**config.mk**
```make
export PLATFORM = sky130hd
export DESIGN_NAME = dht_queue
export DESIGN_NICKNAME = d
export VERILOG_FILES = /design/src/rtl/dht_queue.sv
export SDC_FILE = /design/constraint.sdc
export NUM_CORES = 1
export LEC_CHECK = 0
export CELL_PAD_IN_SITES_DETAIL_PLACEMENT = 1
export CELL_PAD_IN_SITES_GLOBAL_PLACEMENT = 2
export CORE_MARGIN = 1
export CORE_UTILIZATION = 36
export CTS_BUF_LIST = sky130_fd_sc_hd__clkbuf_16
export CTS_CLUSTER_DIAMETER = 120
export DETAILED_ROUTE_END_ITERATION = 8
export DONT_BUFFER_PORTS = 1
export PLACE_DENSITY = 0.7
export SETUP_SLACK_MARGIN = 0.2
export SLEW_MARGIN = 20
export SYNTH_ARGS = -nofsm -noshare
export SYNTH_HDL_FRONTEND = slang
export SYNTH_SLANG_ARGS = --single-unit
```
**constraint.sdc**
```tcl
create_clock -name i_clk -period 1.4 [get_ports i_clk]
set_input_delay 0.07 -clock i_clk [delete_from_list [all_inputs] [get_ports i_clk]]
set_output_delay 0.07 -clock i_clk [all_outputs]
set_load 0.02 [all_outputs]
```
**src/rtl/dht_queue.sv**
```systemverilog
// Small register FIFO used between the front and back and on the result side.
module dht_queue #(
    parameter int WIDTH = 8,
    parameter int DEPTH = 2
) (
    input  logic             i_clk,
    input  logic             i_rst_n,
    input  logic             i_push,
    input  logic [WIDTH-1:0] i_data,
    output logic             o_full,
    input  logic             i_pop,
    output logic [WIDTH-1:0] o_data,
    output logic             o_empty
);

    localparam int AW = (DEPTH > 1) ? $clog2(DEPTH) : 1;
    localparam int CW = $clog2(DEPTH + 1);

    logic [WIDTH-1:0] r_mem [DEPTH];
    logic [AW-1:0]    r_wr;
    logic [AW-1:0]    r_rd;
    logic [CW-1:0]    r_cnt;
    logic             do_push;
    logic             do_pop;

    assign o_full  = (r_cnt == CW'(DEPTH));
    assign o_empty = (r_cnt == '0);
    assign do_push = i_push && !o_full;
    assign do_pop  = i_pop && !o_empty;
    assign o_data  = r_mem[r_rd];

    always_ff @(posedge i_clk) begin
        if (!i_rst_n) begin
            r_wr  <= '0;
            r_rd  <= '0;
            r_cnt <= '0;
        end else begin
            if (do_push) begin
                r_wr <= (r_wr == AW'(DEPTH - 1)) ? '0 : r_wr + 1'b1;
            end
            if (do_pop) begin
                r_rd <= (r_rd == AW'(DEPTH - 1)) ? '0 : r_rd + 1'b1;
            end
            if (do_push && !do_pop) begin
                r_cnt <= r_cnt + 1'b1;
            end else if (do_pop && !do_push) begin
                r_cnt <= r_cnt - 1'b1;
            end
        end
    end

    always_ff @(posedge i_clk) begin
        if (do_push) begin
            r_mem[r_wr] <= i_data;
        end
    end

endmodule

```
==> metrics.md <==
| Metric | Value |
|---|---|
| Area of the mapped netlist | between 800 and 900 um^2 |
| First-pass DRT Iterations | 4 |
| Nature of the critical path endpoint | flip-flop |
| Mapped Cells | 50 |
| Post-synth EDFFs | 16 |
| Class of the worst hold path | primary input to flip-flop |
| Status | complete, but fails checks |
| GRT busiest layer | met2 |
| CTS tree | yes |
| Slew headroom | 0.726 |
| Tot GR Track Use | 0.144 |
| Overflow after GRT | 0 |
| Number of CTS-inserted buffers | 3 |
| Critical Path Max Stage Delay | 0.35 ns |
| Slew @ Worst Pin | 0.409 ns |
| First-pass GRT wire length | 2.52 mm |
| Library cells used by synthesis | 20 |
| Critical path, cell by cell | nand2b_4, clkinv_4, nor2_4, ha_4, xor2_2, or3_1, a21boi_1 |
| WHS | about 0.10 ns |
| Final Hold Viols | 0 |
| Clk_lat worst skew | approximately 0.24 ns |
| WP data required | 1.57 ns |
| Largest net degree at the start of global routing | 12 |
| Period utilization | 1.04 |
| FILL cells | 210 |
| CTS Buffer Depth | 2 |
| RSZ-0062 raised after global routing | yes |
| Share of layout cells above drive strength 1 | 0.429 |
| Final Worst Setup Slack | -0.0561 ns |
| Power Density | 1990 nW/um^2 |
| RD Place Congestion | 0.687 |
| Initial Util | 0.396 |
| Setup Skew | 0.00255 ns |
| Routed Antenna Nets | 0 |
| Net Count, Synth | 63 |
| Clk Tree Root Cell | clkbuf_16 |
| Die Footprint | 2440 um^2 |
| ANT cells | 0 |
| Clk slew on worst S/H paths | 0.05 ns |
| Mapped Avg Cell Area | ~16 um^2 |
| Row count | 16 |
| Crit path max-delay cell type | or3_1 |
| DRT Wirelength | 1.64 mm |
| Sequential-to-total area share from yosys stat | 0.717 |
| Hold_sp | i_push |
| Die Ht | approximately 49 um |
| Max_cap viols | 0 |
| Post-synth top area share | 0.594 |
| Initial antenna violation count | 0 |
| IO buf count | 0 |
| Slew Viols, Final | 0 |
| TNS Setup | -0.0561 ns |
| CP Class | flip-flop to flip-flop |
| Total number of vias | 465 |
| Yosys warning count | 0 |
| Pwr Total | ~2.3 mW |
| Final setup viols | 1 |
| Pleak | 0.412 nW |
| Max frequency | 687 MHz |
| Crit path DAT | 1.62 ns |
| Layout area overhead | 40.3% |
| Main synth FF type | edfxtp_1 |
| Share of synthesized registers carrying an async set or reset | 0 |
| I/O pin count | 22 |
| Chip width | 49.4 um |
| DP Wirelength | 1.12 mm |
| Routed len/inst | 16.9 um |
| Top cell types by occurrence after synthesis | edfxtp_1, mux2_2, dfxtp_1 |
| Largest cells by area after synthesis | edfxtp_1, dfxtp_1, mux2_2 |
| CP Launch Type | flip-flop |
| FF-to-FF Start | r_cnt[0] |
| Core region area | slightly above 2000 um^2 |
| Met3 usage in global routing | 0.0374 |
| Violations in the final reports | negative setup slack |
| #FFs+latches synth | 21 |
| Sink Count | 21 |
| Drt initial violations | 3 |
| Crit path from | r_cnt[0] |
| Drc violations | 0 |
| CP top delay family | simple AND/OR/NAND/NOR gates |
| Buffers plus inverters on the worst setup path | 1 |
| NumNets Final | 84 |
| Via density | 4.79 |
| Yosys top cell by area | edfxtp_1 |
| Minimum clock period | 1.46 ns |
| GR Util met1 | 0.134 |
| Number of global-route vias before repair | about 560 |
| Crit-path max FO | 3 |
| VDD IR-drop max | 1.06 mV |
| Most numerous cell in the Yosys netlist | edfxtp_1 |
| H-tree depth | 1 |
| Routing usage on met2 | 0.311 |
repair_timing:
| action | in CTS | in global routing |
|---|---|---|
| pin swaps | 2 | 2 |
| hold buffers | 9 | 0 |
| resized for setup | 6 | 5 |
| buffers inserted | 2 | 1 |
| endpoints found under the hold margin | 21 | 0 |
| cloned | 0 | 0 |
| endpoints found under the setup margin | 26 | 19 |
stage by stage:
step / instances / setup slack (ns) / cell area, um^2 / utilization
after floorplan: 50 / 0.00573 / 843 / -
after global placement: 81 / 0.0491 / 910 / 0.445
after detailed placement: 81 / -0.0683 / 910 / 0.445
after CTS: 96 / -0.0543 / 1110 / 0.544
after global routing: 97 / -0.0896 / 1140 / 0.556
final: 97 / -0.0561 / 1140 / 0.556
flip-flops by register name (all words and copies together), names as in the netlist, named ones only:
name and count:
r_cnt 2, r_mem 16, r_rd 1, r_wr 1
layout make-up:
type | instances | area [um^2] | area share
timing repair buffer | 17 | 161 | 0.142
sequential | 21 | 587 | 0.517
tap | 27 | 33.8 | 0.0297
inverter | 2 | 12.5 | 0.0110
clock buffer | 3 | 75.1 | 0.0661
multi-input combinational | 26 | 263 | 0.231
clock inverter | 1 | 3.75 | 0.00330
per-layer routing:
metal | up-vias | wire length [um]
met5 | - | 0
met4 | 0 | 8
met3 | 2 | 80
met2 | 16 | 993
met1 | 226 | 554
li1 | 221 | -
where the power goes:
group | switching (mW) | total, mW | leakage [nW] | internal [mW]
combinational | 0.415 | 0.800 | 0.177 | 0.384
clock | 0.184 | 0.563 | 0.0423 | 0.379
sequential | 0.0911 | 0.901 | 0.192 | 0.810
layout by cell type, fill, tap and decap left out:
| cell | count |
|---|---|
| nand2b_4 | 1 |
| xnor2_1 | 2 |
| nor3_4 | 1 |
| clkinv_4 | 1 |
| buf_6 | 3 |
| nor2_4 | 1 |
| dlygate4sd3_1 | 9 |
| ha_4 | 1 |
| xor2_2 | 1 |
| nor2_1 | 1 |
| or3_1 | 1 |
| o21a_1 | 1 |
| dfxtp_2 | 2 |
| clkbuf_16 | 3 |
| and2_1 | 3 |
| and3_2 | 1 |
| o21ai_0 | 1 |
| a21boi_1 | 1 |
| buf_4 | 5 |
| dfxtp_4 | 1 |
| a21boi_0 | 1 |
| inv_1 | 2 |
| edfxtp_1 | 16 |
| o21ai_2 | 1 |
| mux2_2 | 8 |
| dfxtp_1 | 2 |
cells by family after synthesis:
kind of cell,after synthesis,share of synthesized area
flops,21,0.717
simple gates,9,0.0680
mux,8,0.111
compound gates,5,0.0402
xor+xnor,3,0.0325
buf+inv,3,0.0154
fa+ha+maj,1,0.0155
final timing paths:
path                             endpoint  slack (ns)  depth (start not counted)
worst max-delay path             r_cnt[1]       -0.06                          7
worst min-delay path                 r_wr        0.10                          2
worst max register to register   r_cnt[1]       -0.06                          7
worst min register to register  flip-flop        0.60                          2
(Power assumes the default switching activity.)
