**config.mk**
```make
export PLATFORM = sky130hd
export DESIGN_NAME = dht_front
export DESIGN_NICKNAME = d
export VERILOG_FILES = /design/src/rtl/dht_pkg.sv /design/src/rtl/dht_front.sv
export SDC_FILE = /design/constraint.sdc
export NUM_CORES = 1
export LEC_CHECK = 0
export ABC_AREA = 1
export BUFFER_PORTS_ARGS = -buffer_cell sky130_fd_sc_hd__buf_4
export CAP_MARGIN = 10
export CORE_MARGIN = 10
export CORE_UTILIZATION = 45
export CTS_BUF_LIST = sky130_fd_sc_hd__clkbuf_16
export CTS_CLUSTER_DIAMETER = 100
export DETAILED_ROUTE_END_ITERATION = 10
export PLACE_DENSITY = 0.69
export SYNTH_ARGS = -nofsm -noshare
export SYNTH_HDL_FRONTEND = slang
export SYNTH_SLANG_ARGS = --single-unit
```
**constraint.sdc**
```tcl
create_clock -name i_clk -period 4.7 [get_ports i_clk]
set_input_delay 0.47 -clock i_clk [delete_from_list [all_inputs] [get_ports i_clk]]
set_output_delay 0.47 -clock i_clk [all_outputs]
set_load 0.005 [all_outputs]
```
**src/rtl/dht_pkg.sv**
```systemverilog
// Shared types and codes for the double hashing table unit.
package dht_pkg;

    localparam int KEY_BITS    = 31;
    localparam int DATA_BITS   = 32;
    localparam int STATUS_BITS = 3;

    localparam logic OP_INSERT = 1'b0;
    localparam logic OP_SEARCH = 1'b1;

    localparam logic [STATUS_BITS-1:0] ST_INSERTED  = 3'd0;
    localparam logic [STATUS_BITS-1:0] ST_UPDATED   = 3'd1;
    localparam logic [STATUS_BITS-1:0] ST_FULL      = 3'd2;
    localparam logic [STATUS_BITS-1:0] ST_FOUND     = 3'd3;
    localparam logic [STATUS_BITS-1:0] ST_NOT_FOUND = 3'd4;

    typedef struct packed {
        logic                 operation;
        logic [KEY_BITS-1:0]  key;
        logic [DATA_BITS-1:0] value;
    } t_in_item;

    typedef struct packed {
        logic [STATUS_BITS-1:0] status;
        logic [DATA_BITS-1:0]   found_value;
    } t_out_item;

endpackage

```
**src/rtl/dht_front.sv**
```systemverilog
// Front end: accepts a transaction and computes its home slot and probe step.
module dht_front #(
    parameter int SLOT_COUNT = 101,
    parameter int STEP_PRIME = 97
) (
    input  logic                          i_clk,
    input  logic                          i_rst_n,
    input  logic                          i_valid,
    input  dht_pkg::t_in_item             i_item,
    output logic                          o_ready,
    output logic                          o_valid,
    output dht_pkg::t_in_item             o_item,
    output logic [$clog2(SLOT_COUNT)-1:0] o_home,
    output logic [$clog2(SLOT_COUNT)-1:0] o_step,
    input  logic                          i_ready
);

    import dht_pkg::*;

    localparam int HW   = $clog2(SLOT_COUNT);
    localparam int PW   = $clog2(STEP_PRIME);
    localparam int SW   = $clog2(STEP_PRIME + 1);
    localparam int SDIG = (SW + 3) / 4;
    localparam int SDW  = SDIG * 4;
    localparam int KDIG = (KEY_BITS + 1) / 4;

    typedef enum logic [3:0] {
        F_IDLE = 4'b0001,
        F_KEY  = 4'b0010,
        F_STEP = 4'b0100,
        F_OUT  = 4'b1000
    } t_fstate;

    // One radix-16 digit of a residue: r*16 + d, then four conditional subtracts.
    function automatic logic [HW-1:0] red_t(input logic [HW-1:0] r, input logic [3:0] d);
        logic [HW+3:0] x;
        x = {r, d};
        for (int j = 3; j >= 0; j--) begin
            if (x >= ((HW+4)'(SLOT_COUNT) << j)) begin
                x = x - ((HW+4)'(SLOT_COUNT) << j);
            end
        end
        return x[HW-1:0];
    endfunction

    function automatic logic [PW-1:0] red_p(input logic [PW-1:0] r, input logic [3:0] d);
        logic [PW+3:0] x;
        x = {r, d};
        for (int j = 3; j >= 0; j--) begin
            if (x >= ((PW+4)'(STEP_PRIME) << j)) begin
                x = x - ((PW+4)'(STEP_PRIME) << j);
            end
        end
        return x[PW-1:0];
    endfunction

    t_fstate             r_state, n_state;
    t_in_item            r_item, n_item;
    logic [KDIG*4-1:0]   r_sh, n_sh;
    logic [SDW-1:0]      r_sv, n_sv;
    logic [HW-1:0]       r_rt, n_rt;
    logic [HW-1:0]       r_st, n_st;
    logic [PW-1:0]       r_rp, n_rp;
    logic [2:0]          r_cnt, n_cnt;

    always_comb begin
        n_state = r_state;
        n_item  = r_item;
        n_sh    = r_sh;
        n_sv    = r_sv;
        n_rt    = r_rt;
        n_st    = r_st;
        n_rp    = r_rp;
        n_cnt   = r_cnt;
        case (r_state)
            F_IDLE: begin
                if (i_valid) begin
                    n_item  = i_item;
                    n_sh    = (KDIG*4)'(i_item.key);
                    n_rt    = '0;
                    n_rp    = '0;
                    n_st    = '0;
                    n_cnt   = '0;
                    n_state = F_KEY;
                end
            end
            F_KEY: begin
                n_rt  = red_t(r_rt, r_sh[KDIG*4-1 -: 4]);
                n_rp  = red_p(r_rp, r_sh[KDIG*4-1 -: 4]);
                n_sh  = r_sh << 4;
                n_cnt = r_cnt + 1'b1;
                if (r_cnt == 3'(KDIG - 1)) begin
                    // The step is STEP_PRIME minus the key residue, never zero.
                    n_sv    = SDW'(STEP_PRIME) - SDW'(n_rp);
                    n_cnt   = '0;
                    n_state = F_STEP;
                end
            end
            F_STEP: begin
                n_st  = red_t(r_st, r_sv[SDW-1 -: 4]);
                n_sv  = r_sv << 4;
                n_cnt = r_cnt + 1'b1;
                if (r_cnt == 3'(SDIG - 1)) begin
                    n_state = F_OUT;
                end
            end
            F_OUT: begin
                if (i_ready) begin
                    n_state = F_IDLE;
                end
            end
            default: begin
                n_state = F_IDLE;
            end
        endcase
    end

    always_ff @(posedge i_clk) begin
        if (!i_rst_n) begin
            r_state <= F_IDLE;
        end else begin
            r_state <= n_state;
        end
        r_item <= n_item;
        r_sh   <= n_sh;
        r_sv   <= n_sv;
        r_rt   <= n_rt;
        r_st   <= n_st;
        r_rp   <= n_rp;
        r_cnt  <= n_cnt;
    end

    assign o_ready = (r_state == F_IDLE);
    assign o_valid = (r_state == F_OUT);
    assign o_item  = r_item;
    assign o_home  = r_rt;
    assign o_step  = r_st;

endmodule

```
==> impl_metrics.csv <==
group,metric,value,unit
cells_and_area,post-route-cell-area,10600,sq um
sta,finalSetupViolations,0,
place,place.gp.congestion,0.889,
yosys,synth_area_leaders,"edfxtp_1, nand2_1, inv_1",
clocking,clock_latency,0.41,ns
sta,grt_setup_unrepaired,"true",
routing,drc,0,
floorplanning,core,18000,sq um
yosys,async_reset_ff_frac,0,
clocking,ctsHoldBuffers,0,
pwr,power.share.clock,0.215,
worst_setup_path,r2r-end,"r_sv[5]$_DFFE_PP_",
yosys,syn_nets,1054,
worst_setup_path,worstSetupStartpointType,"register",
floorplanning,die_h,155,um
clocking,clk_pin_slew,0.06,ns
status,status,"finished clean",
worst_setup_path,slowest_stage,"edfxtp_1",
place,post-place-ws,-0.114,ns
pwr,p_comb_frac,0.526,
worst_setup_path,cp-end-kind,"register",
sta,fin_ws,0.242,ns
routing,via_count,6832,
routing,drt_iter0_drc,471,
sta,hold_viol,0,
yosys,netlist.area_leader.share,0.469,
worst_setup_path,ff2ff_setup_slack,0.24,ns
yosys,synth_ff_type,"edfxtp_1",
routing,via_per_inst,4.87,
pwr,ir_worst_vdd,378,uV
worst_setup_path,critical_path.max_fanout,8,
sta,slew_headroom,0.295,
hold_path,min_to,"o_item[5]$_DFFE_PP_",
yosys,synth_area_per_cell,8.51,sq um
floorplanning,die_width,155,um
global_routing,grt_pass1_vias,6500,
clocking,cts-root-buf,"clkbuf_16",
worst_setup_path,rr_worst_depth,38,
clocking,cts_made_buffers,17,
routing,wl_per_cell,14.0,um
cells_and_area,syn_to_final_growth,29.5,%
hold_path,hold_depth,1,
sta,finClkSkew,0.0127,ns
pwr,p_seq_frac,0.259,
hold_path,min-delay-start,"i_item[5]",
yosys,synth_edf_count,128,
global_routing,grt_start_max_net_pins,47,
yosys,yosysTopAreaCell,"edfxtp_1",
clocking,h-tree-depth,4,
place,placed_cells,1343,
sta,finalCritPeriodShare,0.949,
floorplanning,rows,49,
yosys,synth-seq-area-share,0.478,
floorplanning,ios,148,
clocking,clockBufferDepth,2,
yosys,yosysUniqueCellTypes,43,
worst_setup_path,arrival,4.63,ns
yosys,syn_inst,964,
global_routing,grt_first_pass_wirelength,31.3,mm
clocking,cts_tree,"yes",
global_routing,antenna_found_initial,0,
worst_setup_path,cpPeakStageDelay,0.39,ns
yosys,synth_seq_cells,132,
place,io_buffers,147,
floorplanning,dieArea,24000,sq um
place,placed_area,9650,sq um
pwr,p_leak,0.00497,uW
routing,dr.pass1.iters,5,
sta,drv_slew,0,
global_routing,grt_overflow_total,0,
sta,fmax,0.224,GHz
worst_setup_path,path_class,"reg2reg",
floorplanning,start_util,0.457,
yosys,syn_area,8200,sq um
pwr,switching_share,0.431,
clocking,cts.sinks,132,
cells_and_area,layout-drive-gt1-share,0.302,
yosys,yosys_warnings,0,
worst_setup_path,crit_required,4.87,ns
pwr,powerDensity,556,nW/um^2
sta,worstMarginPinSlew,1.05,ns
cells_and_area,layout.cells.non_filler,1402,
cells_and_area,layout_commonest_cell,"nand2_1",
place,dp_hpwl,14.8,mm
pwr,p_sw,2550,uW
global_routing,grt_use_total,0.158,
sta,layout_min_cycle_time,4.46,ns
cells_and_area,antenna_cells,0,
worst_setup_path,r2r_start,"r_sh[31]$_SDFFCE_PN0P_",
sta,hold_ws,0.227,ns
pwr,power.internal,3360,uW
routing,drt_wl_total,19.6,mm
hold_path,hp-class,"in2reg",
cells_and_area,fin_nets,1250,
run,max-cap-violations,0,
cells_and_area,mostFrequentLayoutCells,"nand2_1, buf_4, edfxtp_1",
routing,ant_nets,0,
[cell type report]
class                      count  area [sq um]
clock buffer                  17           425
multi-input combinational    675          3880
timing repair buffer         189          1420
fill                        1558          7340
inverter                     145           544
tap                          229           287
sequential                   132          3920
clock inverter                15           146
[power groups by stage]
stage,sequential (uW),combinational [uW],clock [uW]
floorplan,1550,2190,0
global placement,1550,2780,0
detailed placement,1550,2800,0
CTS,1530,2820,1290
global route,1540,3510,1340
finish,1530,3110,1270
[through the flow]
step	TNS [ns]	utilization	total power, uW
floorplan	0	-	3740
global placement	0	0.537	4320
detailed placement	-0.161	0.537	4350
CTS	0	0.570	5640
global route	-0.116	0.591	6400
finish	0	0.591	5900
[Yosys cell counts, types with 3 or more instances]
cell and instances:
o211ai_1 4, o21ai_2 4, inv_1 126, nand3_4 4
nor2_1 56, o21ai_0 17, xnor2_1 3, nor2_2 9
nor3_1 5, clkbuf_1 9, a21oi_1 25, inv_2 18
xor2_2 3, xor2_1 45, nor2_4 6, nand3b_1 4
edfxtp_1 128, ha_1 22, nand2_2 31, nand2_4 4
nor4_1 5, o21ai_1 14, nand3_1 71, nand3_2 9
buf_6 3, nand2_1 301, dfxtp_1 4, nand4_1 17
[routing by layer]
layer | up-vias | track usage | wire length, um
met4 | 0 | 0.0432 | 238
met2 | 177 | 0.248 | 9040
met5 | - | 0 | 0
li1 | 3524 | - | -
met1 | 3109 | 0.191 | 8420
met3 | 22 | 0.0731 | 1860
[logic make-up (layout without fill, tap and decap cells)]
group | after synthesis | in the layout | synth area share
AOI/OAI and AO/OA | 72 | 72 | 0.0523
xor gates and xnor gates | 51 | 51 | 0.0572
adders and majority gates | 22 | 22 | 0.0336
buffers and inverters | 158 | 366 | 0.0755
DFF | 132 | 132 | 0.478
and+or+nand+nor | 529 | 530 | 0.303
[state kept, by name (all words and copies together) (netlist names)]
signal / count
o_item: 64
r_sh: 32
r_sv: 8
o_home: 7
o_step: 7
r_rp: 7
r_state: 4
r_cnt: 3
[worst max-delay path, delay by kind of cell (launching register included)]
kind | cells | cell delay (ns)
and+or+nand+nor | 23 | 1.91
AOI/OAI and AO/OA | 1 | 0.20
DFF | 1 | 0.39
buffers and inverters | 11 | 1.24
adders and majority gates | 2 | 0.32
xor gates and xnor gates | 1 | 0.15
[worst max-delay path by stage]
| stage | slack [ns] | startpoint | end |
|---|---|---|---|
| final | 0.24 | r_sh[31]$_SDFFCE_PN0P_ | r_sv[5]$_DFFE_PP_ |
| after global routing | -0.08 | r_rp[1]$_SDFFCE_PN0P_ | r_sv[5]$_DFFE_PP_ |
| after CTS | 0.04 | r_sh[31]$_SDFFCE_PN0P_ | r_sv[5]$_DFFE_PP_ |
| after detailed placement | -0.11 | r_sh[31]$_SDFFCE_PN0P_ | r_sv[5]$_DFFE_PP_ |
| after global placement | 0.09 | r_sh[31]$_SDFFCE_PN0P_ | r_sv[5]$_DFFE_PP_ |
| after floorplan | 0.19 | r_sh[31]$_SDFFCE_PN0P_ | r_sv[5]$_DFFE_PP_ |
[timing repair]
action / 4_1_cts / 5_1_grt
pin swaps: 2 / 20
buffers inserted: 2 / 24
gates resized for setup: 3 / 46
gates cloned: 0 / 1
setup endpoints to repair: 2 / 19
Power figures use the tool's default switching activity.
